--- config.mk ---
export PLATFORM = sky130hd
export DESIGN_NAME = sbe_divider
export DESIGN_NICKNAME = d
export VERILOG_FILES = /design/src/rtl/sbe_pkg.sv /design/src/rtl/sbe_divider.sv
export SDC_FILE = /design/constraint.sdc
export NUM_CORES = 1
export LEC_CHECK = 0
export BUFFER_PORTS_ARGS = -buffer_cell sky130_fd_sc_hd__clkbuf_2
export CORE_UTILIZATION = 50
export CTS_CLUSTER_DIAMETER = 80
export DETAILED_ROUTE_END_ITERATION = 10
export GPL_TIMING_DRIVEN = 1
export PLACE_DENSITY = 0.7
export SYNTH_ARGS = -nofsm -noshare
export SYNTH_HDL_FRONTEND = slang
export SYNTH_SLANG_ARGS = --single-unit
--- constraint.sdc ---
create_clock -name aclk -period 4.59 [get_ports aclk]
set_clock_uncertainty 0.2 [all_clocks]
set_input_delay 0.918 -clock aclk [delete_from_list [all_inputs] [get_ports aclk]]
set_output_delay 0.918 -clock aclk [all_outputs]
set_load 0.01 [all_outputs]
--- src/rtl/sbe_pkg.sv ---
// Package for the stack bytecode executor: opcodes, fault codes, word layout.
// No dependencies.
`timescale 1ns / 1ps
package sbe_pkg;
    localparam int STACK_DEPTH_DEF  = 256;
    localparam int HEAP_CELLS_DEF   = 4096;
    localparam int PROGRAM_SIZE_DEF = 65536;
    localparam int WORD_W = 33;

    localparam logic [7:0] OP_HALT = 8'h00, OP_JUMP = 8'h01, OP_JNZ = 8'h02,
        OP_DUP = 8'h03, OP_SWAP = 8'h04, OP_DROP = 8'h05, OP_PUSH4 = 8'h06,
        OP_PUSH2 = 8'h07, OP_PUSH1 = 8'h08, OP_ADD = 8'h09, OP_SUB = 8'h0a,
        OP_MUL = 8'h0b, OP_DIV = 8'h0c, OP_MOD = 8'h0d, OP_EQ = 8'h0e,
        OP_NE = 8'h0f, OP_LT = 8'h10, OP_GT = 8'h11, OP_LE = 8'h12,
        OP_GE = 8'h13, OP_NOT = 8'h14, OP_AND = 8'h15, OP_OR = 8'h16,
        OP_IN = 8'h17, OP_OUT = 8'h18, OP_CLOCK = 8'h2a, OP_CONS = 8'h30,
        OP_HD = 8'h31, OP_TL = 8'h32;

    localparam logic [2:0] F_NONE = 3'd0, F_UNDER = 3'd1, F_OVER = 3'd2,
        F_DIVZ = 3'd3, F_HEAP = 3'd4, F_NADDR = 3'd5, F_BADOP = 3'd6;

    // request / reply of the shared divider
    typedef struct packed {
        logic        start;
        logic        want_mod;
        logic [31:0] a;
        logic [31:0] b;
    } div_req_t;

    typedef struct packed {
        logic        done;
        logic [31:0] result;
    } div_rsp_t;
endpackage

--- src/rtl/sbe_divider.sv ---
// Iterative signed 32-bit divider, one quotient bit per cycle.
// Depends on sbe_pkg.
`timescale 1ns / 1ps
module sbe_divider (
    input  logic              aclk,
    input  logic              aresetn,
    input  sbe_pkg::div_req_t req,
    output sbe_pkg::div_rsp_t rsp
);
    logic [31:0] quo_reg, quo_next, rem_reg, rem_next, div_reg, div_next;
    logic [5:0]  cnt_reg, cnt_next;
    logic        busy_reg, busy_next, na_reg, na_next, nq_reg, nq_next;
    logic        mod_reg, mod_next, done_reg, done_next;
    logic [32:0] trial;
    logic [31:0] shifted;

    always_comb begin
        quo_next = quo_reg; rem_next = rem_reg; div_next = div_reg;
        cnt_next = cnt_reg; busy_next = busy_reg; na_next = na_reg;
        nq_next = nq_reg; mod_next = mod_reg; done_next = 1'b0;
        shifted = {rem_reg[30:0], quo_reg[31]};
        trial = {1'b0, shifted} - {1'b0, div_reg};
        if (req.start) begin
            busy_next = 1'b1;
            cnt_next  = 6'd32;
            na_next   = req.a[31];
            nq_next   = req.a[31] ^ req.b[31];
            mod_next  = req.want_mod;
            quo_next  = req.a[31] ? 32'd0 - req.a : req.a;
            div_next  = req.b[31] ? 32'd0 - req.b : req.b;
            rem_next  = '0;
        end else if (busy_reg) begin
            if (rem_reg[31] || !trial[32]) begin
                rem_next = rem_reg[31] ? shifted - div_reg : trial[31:0];
                quo_next = {quo_reg[30:0], 1'b1};
            end else begin
                rem_next = shifted;
                quo_next = {quo_reg[30:0], 1'b0};
            end
            cnt_next = cnt_reg - 6'd1;
            if (cnt_reg == 6'd1) begin
                busy_next = 1'b0;
                done_next = 1'b1;
            end
        end
    end

    always_ff @(posedge aclk) begin
        quo_reg <= quo_next; rem_reg <= rem_next; div_reg <= div_next;
        cnt_reg <= cnt_next; na_reg <= na_next; nq_reg <= nq_next;
        mod_reg <= mod_next;
        if (!aresetn) begin
            busy_reg <= 1'b0;
            done_reg <= 1'b0;
        end else begin
            busy_reg <= busy_next;
            done_reg <= done_next;
        end
    end

    assign rsp.done   = done_reg;
    assign rsp.result = mod_reg ? (na_reg ? 32'd0 - rem_reg : rem_reg)
                                : (nq_reg ? 32'd0 - quo_reg : quo_reg);

    a_done_after_busy: assert property (@(posedge aclk) disable iff (!aresetn)
        done_reg |-> $past(busy_reg)) else $error("divider done without run");
    a_no_start_busy: assert property (@(posedge aclk) disable iff (!aresetn)
        busy_reg |-> cnt_reg != 6'd0) else $error("divider count ran out");
    a_start_idle: assert property (@(posedge aclk) disable iff (!aresetn)
        req.start |-> !busy_reg) else $error("divider started while busy");
endmodule

Word-level counts from Yosys, hierarchy flattened --
Index checks and enable logic that the tools add are counted.
Storage, ports and cells: output and inout port bits 33, register bits after elaboration 107, logic and storage cells 39, input bits 68
Cells by class: add/sub/neg operators 7, equality and inequality tests 1, bitwise logic cells 3, multiplexer cells 14, reductions and logical operators 4
Operator list (count):
- $mux W32 | 8
- $sub A1 B32 Y32 const A | 4
- $sub A32 B32 Y33 | 1
- $sub A32 B32 Y32 | 1
- $mux W31 | 1
- $eq A6 B1 Y1 const B | 1
- $sub A6 B1 Y6 const B | 1
- $mux W1 | 5
- $reduce_or A3 Y1 | 1
- $not A1 Y1 | 2
- $reduce_bool A2 Y1 | 1
- $logic_not A1 Y1 | 1
- $logic_or A1 B1 Y1 | 1
- $xor A1 B1 Y1 | 1

Depth between registers and ports, before layout --
depth in word-level cells 6, gate-level depth with buffers 14, mapped depth without buffers 12

Worst setup path after synthesis --
OpenSTA, ideal clock, no wires.
path kind register to output, from reg rem_reg[10], to out rsp[29] (netlist name), setup slack 0.521 ns, arrival 2.951 ns, stages on the path, launching flop included 9, required time 3.472 ns, cells stage by stage dfxtp_1 > or3_1 > or3_1 > or4_4 > or4_4 > or4_4 > o41ai_2 > xor2_1 > mux2i_1
RTL lines:
- from (decl) | line sbe_divider.sv:10 | logic [31:0] quo_reg, quo_next, rem_reg, rem_next, div_reg, div_next;
- from (signal assigned) | line sbe_divider.sv:49 | quo_reg <= quo_next; rem_reg <= rem_next; div_reg <= div_next;
- to (decl) | line sbe_divider.sv:8 | output sbe_pkg::div_rsp_t rsp

==> flow_summary.toml <==
[outcome]
status = "finished with violations"
violations = "setup timing"

[critical_path]
path_common_cell = "or4_4"
max_stage_delay_ps = 480
crit_path_top_delay_cell = "or4_4"
crit_path_cell_trace = "or3_4, or3_4, or4_4, or4_4, or4_4, buf_4, o21ai_2, xor2_1, mux2i_1, clkbuf_2"
cp-start-kind = "flop"
critical_path_required_ps = 3470
r2r_setup_slack_ps = 590
end_kind = "primary output"
crit_type = "flop to primary output"
crit_path_max_fanout = 5
path_delay_family = "simple AND/OR/NAND/NOR gates"
worst_ep_arrival_time_ps = 3500
path_buf_inv = 2

[global_route]
grt_pass1_vias = 7111
grt_pass1_wl_um = 34900
grt-ovfl-total = 0
grt_usage_pct = 24.6
grt_antenna_before_repair = 0
grt_max_degree = 61

[synth]
synth_cell_types = 65
synthesis.nets = 1164
syn_inst = 1056
netlist_area_um2 = 8680
yosysWarningCount = 0
synth-seq-area-share_pct = 32.4
avgSynthCellArea_um2 = 8.22
synth_edf_count = 67
synth-seq-cells = 107
synthArstFlopShare_pct = 0
synth_ff_type = "edfxtp_1"

[timing]
max_freq_ghz = 0.216
final_max_slew_viol_count = 0
slew_headroom_pct = 30.5
rsz0062_at_grt = "yes"
period_share_pct = 101
setup_viol = 3
tns_ps = -59.1
setup_slack_ps = -30.4
hold_viol_final = 0
fin_crit_ps = 4620
worstMarginPinSlew_ps = 1040

[flow_run]
maxCapViolations = 0

[clock_tree]
clk_pin_slew_ps = 80
clk_latency_ps = 360
cts_tree = "built"
cts_root_buf = "clkbuf_16"
cts_buffer_depth = 2
numCtsBuffers = 9
cts.sinks = 107
htree_levels = 3

[finish]
final_nets = 1252
fillCellCount = 1588
diodes = 0
multiInputGateArea_um2 = 5500
layout-drive-gt1-share_pct = 15.1
regArea_um2 = 2830
layout_commonest_cell = "nand2_1"
final_cell_mix = "nand2_1, nor2_1, clkbuf_2"
area_growth_pct = 12.9
postLayoutCoreUtil_pct = 58.5
design_area_um2 = 9800

[detailed_routing]
first_pass_iters = 5
drt-initial-drc-count = 564
wl_per_cell_um = 16.0
drcViolationCount = 0
finalWirelength_um = 21900
via_count = 7842
drtAntennaViolNets = 0
vias_per_cell = 5.73

[floorplanning]
die_width_um = 134
initial_core_util_pct = 51.8
dieHeight_um = 134
rows = 47
die_area_um2 = 17900
core_um2 = 16800
io-pin-count = 101

[place]
post-place-ws_ps = 224
place.port_buffers = 100
hpwlAfterDp_um = 16900
gp_congestion = 0.951
placed_area_um2 = 9370

[power_and_ir_drop]
pwr_density_cell_nw_per_um2 = 327
peakVddDrop_v = 0.000210
p_leak_nw = 3.90

[min_path]
min_path_type = "flop to flop"
[cells in the mapped netlist, types with 5 or more instances]
master      n  area share, %
or4_1      16            1.4
clkbuf_1   42            1.8
or3_1      20            1.4
o41ai_1    10            1.0
nand2b_1   15            1.1
mux2i_1     9            1.0
a311oi_1   23            2.3
o31ai_1    39            3.4
a21oi_1    84            4.8
nor3_1     21            1.2
nand4_1     6           0.43
o21a_1      5           0.43
o211ai_1    5           0.43
a211oi_1    6           0.52
inv_1      54            2.3
nor2_1    105            4.5
nand3_1    15           0.86
nor4_1      6           0.43
nand2_1   131            5.7
xor2_1     70            7.1
ha_1       39            5.6
nor2b_1     7           0.50
a21o_1      9           0.78
o21ai_0    71            4.1
xnor2_1    74            7.5
dfxtp_1    40            9.2
edfxtp_1   67             23
[timing repair]
item	in CTS	in global routing
hold buffers	0	0
pin swaps	2	5
buffers inserted	1	7
cloned	0	0
gates resized for setup	2	21
setup endpoints to repair	3	7
[through the flow]
stage / std cells / hold slack, ps / total power (W)
CTS: 1362 / 295 / 0.00319
global placement: 1345 / 276 / 0.00237
floorplan: 1056 / 263 / 0.00204
global route: 1369 / 326 / 0.00339
detailed placement: 1345 / 283 / 0.00239
finish: 1369 / 296 / 0.00321
[layout make-up]
| class | instances | area share, % |
|---|---|---|
| tap | 220 | 2.81 |
| clock buffer | 10 | 2.34 |
| timing repair buffer | 126 | 7.12 |
| clock inverter | 6 | 0.727 |
| sequential | 107 | 28.9 |
| inverter | 55 | 2.11 |
| multi-input combinational | 845 | 56.0 |
[power breakdown]
group          internal (W)  switching (W)  leakage (nW)  total [W]
registers           0.00114       0.000131         0.990    0.00127
clock network      0.000429       0.000378         0.140   0.000807
logic              0.000478       0.000649          2.77    0.00113
total               0.00205        0.00116          3.90    0.00321
[layer usage]
layer | GRT usage [%] | vias up | wire [um]
met5 | 0 | - | 0
met4 | 4.67 | 0 | 180
met3 | 4.23 | 14 | 853
met2 | 41.4 | 173 | 10500
met1 | 33.2 | 3675 | 10400
li1 | - | 3980 | -
[worst paths after layout]
kind                            cells after the start     endpoint         from
worst max-delay path                               10      rsp[27]  rem_reg[10]
worst min register to register                      2   cnt_reg[0]   cnt_reg[0]
worst max register to register                     13  rem_reg[19]   div_reg[0]
worst min-delay path                                2   cnt_reg[0]   cnt_reg[0]
[tightest hold or removal path, delay by kind of cell (launching register included)]
kind / cells / cell delay, ps
AOI/OAI and AO/OA: 1 / 60
DFF: 1 / 330
and+or+nand+nor: 1 / 70
[logic make-up (layout without fill, tap and decap cells)]
family	count (synthesis)	in the layout	share of synthesized area [%]
buffers and inverters	104	197	4.96
XOR/XNOR	144	144	14.5
AND/OR/NAND/NOR	363	363	19.7
AO/OA/AOI/OAI	287	287	21.3
multiplexers	11	11	1.30
adder cells (fa/ha/maj)	40	40	5.85
flip-flops	107	107	32.4
No activity file was read; power rests on OpenSTA's default activity.
